<file path="config.mk">
export PLATFORM = sky130hd
export DESIGN_NAME = tftp_ext_packet_deframer_unit_flat
export DESIGN_NICKNAME = d
export VERILOG_FILES = /design/src/sv/tftpd_pkg.sv /design/src/sv/tftpd_if.sv /design/src/sv/tftpd_front.sv /design/src/sv/tftpd_queue.sv /design/src/sv/tftpd_back.sv /design/src/sv/tftp_ext_packet_deframer_unit.sv /design/src/flat_wrapper.sv
export SDC_FILE = /design/constraint.sdc
export NUM_CORES = 1
export LEC_CHECK = 0
export BUFFER_PORTS_ARGS = -buffer_cell sky130_fd_sc_hd__buf_2
export CAP_MARGIN = 25
export CORE_ASPECT_RATIO = 0.5
export CORE_MARGIN = 3
export CORE_UTILIZATION = 54
export CTS_CLUSTER_SIZE = 20
export DETAILED_ROUTE_END_ITERATION = 10
export HOLD_SLACK_MARGIN = 0.03
export PLACE_DENSITY = 0.76
export RECOVER_POWER = 100
export SLEW_MARGIN = 20
export SYNTH_ARGS = -nofsm -noshare
export SYNTH_HDL_FRONTEND = slang
export SYNTH_SLANG_ARGS = --single-unit
</file>
<file path="constraint.sdc">
create_clock -name clk -period 10.6 [get_ports clk]
set_clock_uncertainty 0.15 [all_clocks]
set_input_delay 1.06 -clock clk [delete_from_list [all_inputs] [get_ports clk]]
set_output_delay 1.06 -clock clk [all_outputs]
set_load 0.01 [all_outputs]
</file>
<file path="src/sv/tftpd_pkg.sv">
// Shared types and constants for the TFTP extended packet deframer.
`timescale 1ns / 1ps

package tftpd_pkg;

  localparam int QUEUE_DEPTH_DEF = 4;
  localparam int COUNT_W = 17;

  localparam logic [COUNT_W-1:0] COUNT_MAX = {COUNT_W{1'b1}};

  localparam logic [15:0] OPC_RESYNC = 16'hFFFF;
  localparam logic [15:0] OPC_MAX = 16'd10;

  localparam logic [3:0] OP_NONE  = 4'd0;
  localparam logic [3:0] OP_RRQ   = 4'd1;
  localparam logic [3:0] OP_WRQ   = 4'd2;
  localparam logic [3:0] OP_DATA  = 4'd3;
  localparam logic [3:0] OP_ACK   = 4'd4;
  localparam logic [3:0] OP_ERROR = 4'd5;
  localparam logic [3:0] OP_DIRQ  = 4'd6;
  localparam logic [3:0] OP_LOGRQ = 4'd7;
  localparam logic [3:0] OP_DELRQ = 4'd8;
  localparam logic [3:0] OP_BCAST = 4'd9;
  localparam logic [3:0] OP_DISC  = 4'd10;

  typedef enum logic [1:0] {
    KIND_BYTE    = 2'd0,
    KIND_DONE    = 2'd1,
    KIND_UNKNOWN = 2'd2
  } kind_t;

  typedef struct packed {
    logic [3:0]  packet_type;
    kind_t       item_kind;
    logic [7:0]  data_byte;
    logic [15:0] block_number;
    logic [15:0] data_size;
    logic [15:0] error_code;
    logic [7:0]  add_flag;
    logic        last;
  } result_t;

  typedef struct packed {
    logic empty;
    logic full;
  } queue_status_t;

endpackage

</file>
<file path="src/sv/tftpd_if.sv">
// Valid/ready channel interfaces for the byte input and the result output.
`timescale 1ns / 1ps

interface tftpd_byte_if;
  logic       valid;
  logic       ready;
  logic [7:0] byte_in;

  modport source (output valid, output byte_in, input ready);
  modport sink (input valid, input byte_in, output ready);
endinterface

interface tftpd_result_if;
  logic        valid;
  logic        ready;
  logic [3:0]  packet_type;
  logic [1:0]  item_kind;
  logic [7:0]  data_byte;
  logic [15:0] block_number;
  logic [15:0] data_size;
  logic [15:0] error_code;
  logic [7:0]  add_flag;
  logic        last;

  modport source (output valid, output packet_type, output item_kind, output data_byte,
                  output block_number, output data_size, output error_code,
                  output add_flag, output last, input ready);
  modport sink (input valid, input packet_type, input item_kind, input data_byte,
                input block_number, input data_size, input error_code,
                input add_flag, input last, output ready);
endinterface

</file>
<file path="src/sv/tftpd_front.sv">
// Front end: takes bytes, tracks packet framing, classifies each byte into a result.
`timescale 1ns / 1ps

module tftpd_front
  import tftpd_pkg::*;
(
  input  logic      clk,
  input  logic      rst,
  tftpd_byte_if.sink rx,
  input  logic      queue_full,
  output logic      push,
  output result_t   push_data
);

  logic [3:0]         opcode;
  logic [3:0]         opcode_next;
  logic [COUNT_W-1:0] byte_count;
  logic [COUNT_W-1:0] byte_count_next;
  logic [7:0]         opcode_high;
  logic [7:0]         opcode_high_next;
  logic [15:0]        size;
  logic [15:0]        size_next;
  logic [15:0]        block;
  logic [15:0]        block_next;
  logic [15:0]        code;
  logic [15:0]        code_next;
  logic [7:0]         flag;
  logic [7:0]         flag_next;

  logic               take;
  logic [7:0]         b;
  logic [15:0]        op;
  logic               done;
  logic               emit;
  logic [7:0]         done_byte;
  logic [COUNT_W-1:0] pos;
  result_t            res;

  assign rx.ready = !queue_full;
  assign take     = rx.valid && rx.ready;
  assign b        = rx.byte_in;
  assign op       = {opcode_high, b};
  assign pos      = byte_count;

  always_comb begin
    opcode_next      = opcode;
    byte_count_next  = byte_count;
    opcode_high_next = opcode_high;
    size_next        = size;
    block_next       = block;
    code_next        = code;
    flag_next        = flag;
    done             = 1'b0;
    emit             = 1'b0;
    done_byte        = 8'd0;
    res              = '0;

    if (opcode == OP_NONE) begin
      if (byte_count == '0) begin
        opcode_high_next = b;
        byte_count_next  = COUNT_W'(1);
      end else begin
        byte_count_next  = '0;
        opcode_high_next = 8'd0;
        if (op == OPC_RESYNC) begin
          // resync marker, nothing to report
        end else if (op == 16'd0 || op > OPC_MAX) begin
          emit           = 1'b1;
          res.item_kind  = KIND_UNKNOWN;
        end else begin
          opcode_next     = op[3:0];
          byte_count_next = COUNT_W'(2);
          if (op[3:0] == OP_DIRQ || op[3:0] == OP_DISC) begin
            done = 1'b1;
          end
        end
      end
    end else begin
      byte_count_next = (pos < COUNT_MAX) ? pos + COUNT_W'(1) : COUNT_MAX;
      case (opcode)
        OP_RRQ, OP_WRQ, OP_LOGRQ, OP_DELRQ: begin
          if (b == 8'd0) done = 1'b1;
          else emit = 1'b1;
        end
        OP_DATA: begin
          if (pos == COUNT_W'(2)) begin
            size_next = {b, 8'd0};
          end else if (pos == COUNT_W'(3)) begin
            size_next = {size[15:8], b};
          end else if (pos == COUNT_W'(4)) begin
            block_next = {b, 8'd0};
          end else if (pos == COUNT_W'(5)) begin
            block_next = {block[15:8], b};
            if (size == 16'd0) done = 1'b1;
          end else if ((pos - COUNT_W'(5)) >= {1'b0, size}) begin
            done      = 1'b1;
            done_byte = b;
          end else begin
            emit = 1'b1;
          end
        end
        OP_ACK: begin
          if (pos == COUNT_W'(2)) begin
            block_next = {b, 8'd0};
          end else begin
            block_next = {block[15:8], b};
            done       = 1'b1;
          end
        end
        OP_ERROR: begin
          if (pos == COUNT_W'(2)) begin
            code_next = {b, 8'd0};
          end else if (pos == COUNT_W'(3)) begin
            code_next = {code[15:8], b};
          end else if (b == 8'd0) begin
            done = 1'b1;
          end else begin
            emit = 1'b1;
          end
        end
        OP_BCAST: begin
          // the flag byte is never a terminator
          if (pos == COUNT_W'(2)) flag_next = b;
          else if (b == 8'd0) done = 1'b1;
          else emit = 1'b1;
        end
        default: begin
          opcode_next      = OP_NONE;
          byte_count_next  = '0;
          opcode_high_next = 8'd0;
          size_next        = 16'd0;
          block_next       = 16'd0;
          code_next        = 16'd0;
          flag_next        = 8'd0;
        end
      endcase

      if (emit) begin
        res.packet_type = opcode;
        res.item_kind   = KIND_BYTE;
        res.data_byte   = b;
      end
    end

    if (done) begin
      emit            = 1'b1;
      res.packet_type = opcode_next;
      res.item_kind   = KIND_DONE;
      res.data_byte   = done_byte;
      res.last        = 1'b1;
      if (opcode_next == OP_DATA || opcode_next == OP_ACK) res.block_number = block_next;
      if (opcode_next == OP_DATA) res.data_size = size_next;
      if (opcode_next == OP_ERROR) res.error_code = code_next;
      if (opcode_next == OP_BCAST) res.add_flag = flag_next;
      opcode_next      = OP_NONE;
      byte_count_next  = '0;
      opcode_high_next = 8'd0;
      size_next        = 16'd0;
      block_next       = 16'd0;
      code_next        = 16'd0;
      flag_next        = 8'd0;
    end
  end

  assign push      = take && emit;
  assign push_data = res;

  always_ff @(posedge clk) begin
    if (rst) begin
      opcode      <= OP_NONE;
      byte_count  <= '0;
      opcode_high <= 8'd0;
      size        <= 16'd0;
      block       <= 16'd0;
      code        <= 16'd0;
      flag        <= 8'd0;
    end else if (take) begin
      opcode      <= opcode_next;
      byte_count  <= byte_count_next;
      opcode_high <= opcode_high_next;
      size        <= size_next;
      block       <= block_next;
      code        <= code_next;
      flag        <= flag_next;
    end
  end

endmodule

</file>
<file path="src/sv/tftpd_queue.sv">
// Short result queue between the front end and the output stage.
`timescale 1ns / 1ps

module tftpd_queue
  import tftpd_pkg::*;
#(
  parameter int DEPTH = QUEUE_DEPTH_DEF
) (
  input  logic          clk,
  input  logic          rst,
  input  logic          push,
  input  result_t       push_data,
  input  logic          pop,
  output result_t       head,
  output queue_status_t status
);

  localparam int PTR_W = (DEPTH > 1) ? $clog2(DEPTH) : 1;
  localparam int CNT_W = $clog2(DEPTH + 1);
  localparam logic [PTR_W-1:0] LAST_PTR = PTR_W'(DEPTH - 1);
  localparam logic [CNT_W-1:0] FULL_CNT = CNT_W'(DEPTH);

  result_t           mem [DEPTH];
  logic [PTR_W-1:0]  wr_ptr;
  logic [PTR_W-1:0]  rd_ptr;
  logic [CNT_W-1:0]  count;
  logic              do_push;
  logic              do_pop;

  assign status.empty = (count == '0);
  assign status.full  = (count == FULL_CNT);
  assign do_push      = push && !status.full;
  assign do_pop       = pop && !status.empty;
  assign head         = mem[rd_ptr];

  always_ff @(posedge clk) begin
    if (do_push) mem[wr_ptr] <= push_data;
  end

  always_ff @(posedge clk) begin
    if (rst) begin
      wr_ptr <= '0;
      rd_ptr <= '0;
      count  <= '0;
    end else begin
      if (do_push) wr_ptr <= (wr_ptr == LAST_PTR) ? '0 : wr_ptr + PTR_W'(1);
      if (do_pop) rd_ptr <= (rd_ptr == LAST_PTR) ? '0 : rd_ptr + PTR_W'(1);
      case ({do_push, do_pop})
        2'b10:   count <= count + CNT_W'(1);
        2'b01:   count <= count - CNT_W'(1);
        default: count <= count;
      endcase
    end
  end

endmodule

</file>
<file path="src/sv/tftpd_back.sv">
// Back end: output register that drains the queue onto the result channel.
`timescale 1ns / 1ps

module tftpd_back
  import tftpd_pkg::*;
(
  input  logic            clk,
  input  logic            rst,
  input  queue_status_t   q_status,
  input  result_t         head,
  output logic            pop,
  tftpd_result_if.source  tx
);

  logic    out_valid;
  result_t out_data;

  assign pop = !q_status.empty && (!out_valid || tx.ready);

  always_ff @(posedge clk) begin
    if (rst) begin
      out_valid <= 1'b0;
    end else if (pop) begin
      out_valid <= 1'b1;
    end else if (tx.ready) begin
      out_valid <= 1'b0;
    end
  end

  always_ff @(posedge clk) begin
    if (pop) out_data <= head;
  end

  assign tx.valid        = out_valid;
  assign tx.packet_type  = out_data.packet_type;
  assign tx.item_kind    = out_data.item_kind;
  assign tx.data_byte    = out_data.data_byte;
  assign tx.block_number = out_data.block_number;
  assign tx.data_size    = out_data.data_size;
  assign tx.error_code   = out_data.error_code;
  assign tx.add_flag     = out_data.add_flag;
  assign tx.last         = out_data.last;

endmodule

</file>
<file path="src/sv/tftp_ext_packet_deframer_unit.sv">
// Top level of the TFTP extended packet deframer.
`timescale 1ns / 1ps

// Takes one received byte per cycle on rx and frames extended TFTP packets
// (opcodes 1..10; 0xFFFF is a silent resync, any other opcode gives an
// unknown-opcode result). Each byte yields at most one result on tx: a name,
// text or payload byte, a completion carrying the header fields, or an
// unknown-opcode flag. The framing state updates as each byte is taken, so a
// new byte is taken every cycle; results pass through a QUEUE_DEPTH-entry
// queue and one output register, and rx.ready drops only while that queue
// is full. A result is written into the queue, then the output register.
module tftp_ext_packet_deframer_unit
  import tftpd_pkg::*;
#(
  parameter int QUEUE_DEPTH = QUEUE_DEPTH_DEF
) (
  input  logic           clk,
  input  logic           rst,
  tftpd_byte_if.sink     rx,
  tftpd_result_if.source tx
);

  logic          push;
  logic          pop;
  result_t       push_data;
  result_t       head;
  queue_status_t q_status;

  tftpd_front u_front (
    .clk        (clk),
    .rst        (rst),
    .rx         (rx),
    .queue_full (q_status.full),
    .push       (push),
    .push_data  (push_data)
  );

  tftpd_queue #(
    .DEPTH (QUEUE_DEPTH)
  ) u_queue (
    .clk       (clk),
    .rst       (rst),
    .push      (push),
    .push_data (push_data),
    .pop       (pop),
    .head      (head),
    .status    (q_status)
  );

  tftpd_back u_back (
    .clk      (clk),
    .rst      (rst),
    .q_status (q_status),
    .head     (head),
    .pop      (pop),
    .tx       (tx)
  );

  // a result is never pushed into a full queue
  a_no_push_full: assert property (@(posedge clk) disable iff (rst)
    !(push && q_status.full))
    else $error("push into full queue");

  // queued results reach the idle output register the next cycle
  a_drain: assert property (@(posedge clk) disable iff (rst)
    (!tx.valid && !q_status.empty) |=> tx.valid)
    else $error("queue not drained into output stage");

  // a completion result always carries last
  a_done_last: assert property (@(posedge clk) disable iff (rst)
    (push && push_data.item_kind == KIND_DONE) |-> push_data.last)
    else $error("completion without last");

endmodule

</file>
<file path="src/flat_wrapper.sv">
// flat-port wrapper written by rule: the top's interface ports become plain ports
module tftp_ext_packet_deframer_unit_flat import tftpd_pkg::*;
#(
  parameter int QUEUE_DEPTH = QUEUE_DEPTH_DEF
)
  (clk, rst, rx_valid, rx_byte_in, rx_ready, tx_valid, tx_packet_type, tx_item_kind, tx_data_byte, tx_block_number, tx_data_size, tx_error_code, tx_add_flag, tx_last, tx_ready);
  tftpd_byte_if rx_i ();
  tftpd_result_if tx_i ();
  input  logic clk;
  input  logic rst;
  input wire logic [$bits(rx_i.valid)-1:0] rx_valid;
  input wire logic [$bits(rx_i.byte_in)-1:0] rx_byte_in;
  output wire logic [$bits(rx_i.ready)-1:0] rx_ready;
  output wire logic [$bits(tx_i.valid)-1:0] tx_valid;
  output wire logic [$bits(tx_i.packet_type)-1:0] tx_packet_type;
  output wire logic [$bits(tx_i.item_kind)-1:0] tx_item_kind;
  output wire logic [$bits(tx_i.data_byte)-1:0] tx_data_byte;
  output wire logic [$bits(tx_i.block_number)-1:0] tx_block_number;
  output wire logic [$bits(tx_i.data_size)-1:0] tx_data_size;
  output wire logic [$bits(tx_i.error_code)-1:0] tx_error_code;
  output wire logic [$bits(tx_i.add_flag)-1:0] tx_add_flag;
  output wire logic [$bits(tx_i.last)-1:0] tx_last;
  input wire logic [$bits(tx_i.ready)-1:0] tx_ready;
  assign rx_i.valid = rx_valid;
  assign rx_i.byte_in = rx_byte_in;
  assign rx_ready = rx_i.ready;
  assign tx_valid = tx_i.valid;
  assign tx_packet_type = tx_i.packet_type;
  assign tx_item_kind = tx_i.item_kind;
  assign tx_data_byte = tx_i.data_byte;
  assign tx_block_number = tx_i.block_number;
  assign tx_data_size = tx_i.data_size;
  assign tx_error_code = tx_i.error_code;
  assign tx_add_flag = tx_i.add_flag;
  assign tx_last = tx_i.last;
  assign tx_i.ready = tx_ready;
  tftp_ext_packet_deframer_unit #(.QUEUE_DEPTH(QUEUE_DEPTH)) u_core (.clk(clk), .rst(rst), .rx(rx_i), .tx(tx_i));
endmodule
</file>
Word level (Yosys, flattened, before mapping). Memories as Yosys holds them, arrays and structs flattened. A register that Yosys moved wholly into a read port is not among the register bits. Cells that the tools add are included.

Memory bits (writable): 284. Word-level logic and storage cells: 171. Register bits after elaboration: 93. Output and inout port bits: 73. Memories: 1.

Memories: u_core.u_queue.mem (words 4, bits a word 71, read ports 1, clocked after Yosys merged registers in 1, wr ports 1, RTL line tftpd_queue.sv:23) `result_t mem [DEPTH];`.

Eq/ne operators: 25. Mux-type cells: 98. Magnitude comparators: 3. Add/sub/neg operators: 6. Reductions and logical operators: 27.

Operator list (count): 16-bit two-way mux (15); 8-bit two-way mux (19); 71-bit two-way mux (1); 17-bit two-way mux (4); 16-bit one-hot mux with 2 select lines (2); 16-bit one-hot mux with 3 select lines (1); 1-bit two-way mux (35); 17-bit by 2-bit equality test with 1-bit output (second input constant) (2); 17-bit by 3-bit equality test with 1-bit output (second input constant) (2); 16-bit zero test (2); 4-bit two-way mux (7); 4-bit by 3-bit equality test with 1-bit output (second input constant) (6); 7-bit OR reduction (3); 2-bit two-way mux (9); 17-bit by 1-bit adder with 17-bit output (second input constant) (1); 17-bit by 16-bit >= comparator with 1-bit output (1); 17-bit zero test (1); 17-bit less-than comparator (second input constant) (1); 17-bit by 3-bit subtractor with 17-bit output (second input constant) (1); 16-bit equality test (second input constant) (1); 4-bit equality test (second input constant) (4); 16-bit by 4-bit greater-than comparator with 1-bit output (second input constant) (1); 8-bit one-hot mux with 2 select lines (1); 14-bit two-way mux (1); 23 further kinds (38).

Logic depth before layout (Yosys ltp).
Depth after elaboration: 15. Depth in mapped cells: 23. Gate-level depth less buffers: 21.

Modules after synthesis. From an unflattened synthesis, not the netlist that was laid out.

Cell total of the unflattened synthesis: 1264. Area total of the unflattened synthesis: 18758.0 sq um.

By module, submodules not included: tftpd_queue (times used 1, area each 10715.3 sq um, seq. area each 8708.4 sq um, cells an instance 425); tftpd_front (times used 1, area each 5854.4 sq um, seq. area each 1701.6 sq um, cells an instance 764); tftpd_back (times used 1, area each 2188.3 sq um, seq. area each 2152.1 sq um, cells an instance 75).

Worst setup path after synthesis. Ideal clock, no wire load.

Kind: input to register. Start point: input port tx_ready. End point: register u_core.u_queue.count[2]. Library setup time: 0.071 ns. Stages: 7. Arrival time: 6.074 ns. Path buffers: 0. Slack: 4.306 ns. Path through: inv_1 -> a21oi_1 -> ha_1 -> fa_1 -> xnor2_1 -> or3_1 -> a21oi_1.

Longest elaborated chain between the ends: 5. Elaborated cells on any way between the ends: 7. Classes of those cells: eq/ne (2); mux (1); reduce/logical (4).

Ends and longest elaborated chain: start, declared (RTL line flat_wrapper.sv:23) `input wire logic [$bits(tx_i.ready)-1:0] tx_ready;`; 1-bit logical OR (*) (RTL line tftpd_back.sv:18) `assign pop = !q_status.empty && (!out_valid || tx.ready);`; 1-bit logical AND (*) (RTL line tftpd_back.sv:18); named net u_core.pop (RTL line tftp_ext_packet_deframer_unit.sv:24) `logic pop;`; 1-bit logical AND (*) (RTL line tftpd_queue.sv:33) `assign do_pop = pop && !status.empty;`; 2-bit by 1-bit equality test with 1-bit output or 2-bit equality test (tied branches) (RTL line tftpd_queue.sv:48) `case ({do_push, do_pop})`; 3-bit one-hot mux with 2 select lines or 2-bit nonzero test (tied branches); end signal, assigned (RTL line tftpd_queue.sv:49) `2'b10: count <= count + CNT_W'(1);`; end signal, assigned (RTL line tftpd_queue.sv:50) `2'b01: count <= count - CNT_W'(1);`; end signal, assigned (RTL line tftpd_queue.sv:51) `default: count <= count;`; end, declared (RTL line tftpd_queue.sv:26) `logic [CNT_W-1:0] count;`.

The timed path passes the listed nets; every way through them passes the cells marked *. A chain may end at the register's enable or synchronous reset.

Worst setup path after layout.
Start point: register u_core.u_front.byte_count[3]. End point: memory u_core.u_queue.mem[2][54] in the netlist's numbering, enable pin.

Longest elaborated chain between the ends: 15. Elaborated cells on any way between the ends: 36. Classes of those cells: add/sub (1); order compare (1); eq/ne (4); mux (27); reduce/logical (3).

Ends and longest elaborated chain: start, declared (RTL line tftpd_front.sv:17) `logic [COUNT_W-1:0] byte_count;`; start signal, assigned (RTL line tftpd_front.sv:179) `byte_count <= byte_count_next;`; 17-bit by 3-bit subtractor with 17-bit output (RTL line tftpd_front.sv:95) `end else if ((pos - COUNT_W'(5)) >= {1'b0, size}) begin`; 17-bit by 16-bit >= comparator with 1-bit output (RTL line tftpd_front.sv:95); 1-bit two-way mux (RTL line tftpd_front.sv:95); 1-bit two-way mux (RTL line tftpd_front.sv:92) `end else if (pos == COUNT_W'(5)) begin`; 1-bit two-way mux (RTL line tftpd_front.sv:90) `end else if (pos == COUNT_W'(4)) begin`; 1-bit two-way mux (RTL line tftpd_front.sv:88) `end else if (pos == COUNT_W'(3)) begin`; 1-bit two-way mux (RTL line tftpd_front.sv:86) `if (pos == COUNT_W'(2)) begin`; 1-bit one-hot mux with 4 select lines (RTL line tftpd_front.sv:80) `case (opcode)`; 1-bit two-way mux (2 in series) (RTL line tftpd_front.sv:58) `if (opcode == OP_NONE) begin`; 1-bit two-way mux (*) (RTL line tftpd_front.sv:145) `if (done) begin`; 1-bit logical AND (*) (RTL line tftpd_front.sv:165) `assign push = take && emit;`; 1-bit logical AND (*) (RTL line tftpd_queue.sv:32) `assign do_push = push && !status.full;`; 1-bit two-way mux (*) (RTL line tftpd_queue.sv:37) `if (do_push) mem[wr_ptr] <= push_data;`; 1-bit two-way mux (implied by the code) (*) (RTL line tftpd_queue.sv:37); end, declared (RTL line tftpd_queue.sv:23).

Every way passes the cells marked *; elsewhere a longest branch is shown, timed or not. The select of a mux whose other input is x is not followed.

==> metrics.yaml <==
crit_fanout: 50
antenna_found_initial: 2
drc: 0
grt_pass1_vias: 11000
core_um2: 32400
start_util_pct: 56.2
synth_area_leaders: "edfxtp_1 (58%), dfxtp_1 (10%), mux4_2 (8.7%)"
placementRows: 46
place_ws_ps: 4970
maxSlewViolCount: 231
netlist.area_leader.share_pct: 57.7
worst_slew_pin_slew_ps: 2510
drv_cap: 8
path_class: "flop to flop"
fillers: 2340
dpl_cell_area_um2: 18900
finalWirelength_mm: 41.0
synth_edf_count: 350
clock.fmax_mhz: 137
post_cts_buffers: 0
synth_seq_cells: 443
netlist_area_um2: 18200
synthArstFlopShare_pct: 0
die_h_um: 136
fin_cells: 1740
syn_to_final_growth_pct: 10.3
synth_nets: 1251
cts_num_sinks: 443
vias_per_cell: 6.35
clkSlewWorstSetupHoldPaths_ps: 70
ctsResizeCount: 0
port_buffers: 84
gp_congestion: 0.933
final_common_cell: "edfxtp_1"
setup_viol: 0
required_ps: 10690
seq_area_frac_synth_pct: 68.0
wl_per_cell_um: 23.5
finalCritPeriodShare_pct: 68.7
cp.arrival_ps: 7380
clk_latency_ps: 540
worst_slack_ps: 3310
fin_tns_setup_ps: 0
final_cell_mix: "edfxtp_1 (350), nor2_1 (106), clkbuf_1 (96), dfxtp_1 (92), mux4_2 (70)"
outcome: "finished with violations"
synth_area_leader_cell: "edfxtp_1"
first_iter_violations: 1244
grt_max_degree: 74
drive_gt1_share_pct: 12.5
vias: 11000
cts_buffers: 38
rsz0062_at_grt: "no"
ys_types: 68
cts_tree: "built"
htreeDepth: 2
yosysWarningCount: 0
period_needed_ps: 7290
powerDensity_nw_per_um2: 212
crit_path_end_kind: "flop"
p_leak_nw: 6.43
synth_cells: 1212
synth_top_flop_cell: "edfxtp_1"
finalPower_mw: 4.25
final_area_um2: 20100
hold_viol_final: 0
startpoint_type: "flop"
min_path_type: "flop to flop"
hpwl_mm: 24.7
overflow: 0
firstDrtPassIters: 6
ios: 85
die-area_um2: 36100
hold_buffers: 0
ir_drop_uv: 101
grt_pass1_wl_mm: 63.2
violations: "capacitance limit, slew limit"
nets: 1315
avgSynthCellArea_um2: 15.0
grt_use_total_pct: 22.9
max_slew_margin_pct: -67.2
die_x_um: 266
dp_cells: 1661
cts_buffer_depth: 3
root_buffer: "clkbuf_16"
antenna_left: 0
## worst max-delay path: stages, from the launching register on
cell and delay [ps]:
dfxtp_1 420, nor4_1 450, nand2_1 130, or2_2 310
nor4_1 310, nand2b_1 120, nor2_1 130, xor2_1 170
ha_1 260, nand3_1 90, nor2_1 70, a221oi_1 350
nand2_1 100, o211ai_1 1470, and2_0 650, a21oi_1 360
and2_2 300, clkbuf_1 590, buf_16 450
## metrics by stage
stage               hold WS [ps]  util (%)
finish                       328      61.9
detailed placement           306      58.5
global placement             306      58.4
global route                 344      61.9
floorplan                    293         -
CTS                          330      62.1
## path summary, 6_finish.rpt
kind         slack [ps]                                   end                                       from  cells past startpoint
max                3310   u_core.u_queue.mem[2][54]$_DFFE_PP_  u_core.u_front.byte_count[3]$_SDFFE_PP0P_                     18
min                 330  u_core.u_front.block[7]$_SDFFE_PP0P_       u_core.u_front.block[7]$_SDFFE_PP0P_                      1
max reg2reg        3310   u_core.u_queue.mem[2][54]$_DFFE_PP_  u_core.u_front.byte_count[3]$_SDFFE_PP0P_                     18
min reg2reg         330  u_core.u_front.block[7]$_SDFFE_PP0P_       u_core.u_front.block[7]$_SDFFE_PP0P_                      1
## Yosys cell counts (6+ instances only)
library cell,instances
nor2b_1,21
nor4_1,14
o21ai_0,32
ha_1,26
a22oi_1,60
and2_1,7
nand2_1,43
nor3_1,19
buf_1,16
clkbuf_1,50
a21oi_1,59
nor2_1,105
edfxtp_1,350
nand4_1,13
dfxtp_1,93
inv_1,30
nand3_1,24
a22o_1,48
xor2_1,9
xnor2_1,8
buf_2,6
or3_1,9
a32o_1,8
mux4_2,70
## sequential cells by signal, summed over array words and instances (netlist names)
signal	cells
u_core.u_back.tx.error_code	16
u_core.u_queue.wr_ptr	2
u_core.u_queue.mem	280
u_core.u_front.block	16
u_core.u_back.tx.item_kind	2
u_core.u_front.size	16
u_core.u_queue.count	3
u_core.u_front.opcode	4
u_core.u_back.tx.add_flag	8
u_core.u_front.opcode_high	8
u_core.u_back.tx.valid	1
u_core.u_queue.rd_ptr	2
u_core.u_back.tx.data_byte	8
u_core.u_back.tx.block_number	16
u_core.u_back.tx.packet_type	4
u_core.u_front.byte_count	17
u_core.u_front.flag	8
u_core.u_front.code	16
u_core.u_back.tx.data_size	16
## logic make-up after synthesis
family | count (synthesis) | synth area share, %
flip-flops | 443 | 68.0
AO/OA/AOI/OAI | 248 | 9.59
AND/OR/NAND/NOR | 291 | 8.20
XOR/XNOR | 17 | 0.818
multiplexers | 75 | 8.94
buffers and inverters | 111 | 2.58
adder cells (fa/ha/maj) | 27 | 1.90
## power by group
group	internal [mW]	switching (mW)	leakage, nW
combinational	0.277	0.418	1.72
clock	0.737	0.618	0.580
sequential	2.12	0.0772	4.13
total	3.14	1.11	6.43
## metal layers
layer | vias up | part of all wire (%) | GRT usage, % | wire length, µm
li1 | 4881 | - | - | -
met1 | 5557 | 42 | 31.3 | 17100
met2 | 516 | 47 | 37.3 | 19500
met3 | 90 | 8.2 | 5.23 | 3350
met4 | 0 | 2.6 | 7.17 | 1070
met5 | - | 0 | 0 | 0
## final cells by class
| type | instances | area (µm²) | area share, % |
|---|---|---|---|
| Antenna cell | 2 | 5.00 | 0.0249 |
| Timing Repair Buffer | 104 | 507 | 2.52 |
| Clock inverter | 18 | 161 | 0.804 |
| Clock buffer | 52 | 1020 | 5.11 |
| Inverter | 31 | 116 | 0.580 |
| Sequential cell | 443 | 12400 | 61.6 |
| Multi-Input combinational cell | 658 | 5350 | 26.6 |
| Tap cell | 432 | 541 | 2.69 |
Power figures use the tool's default switching activity.
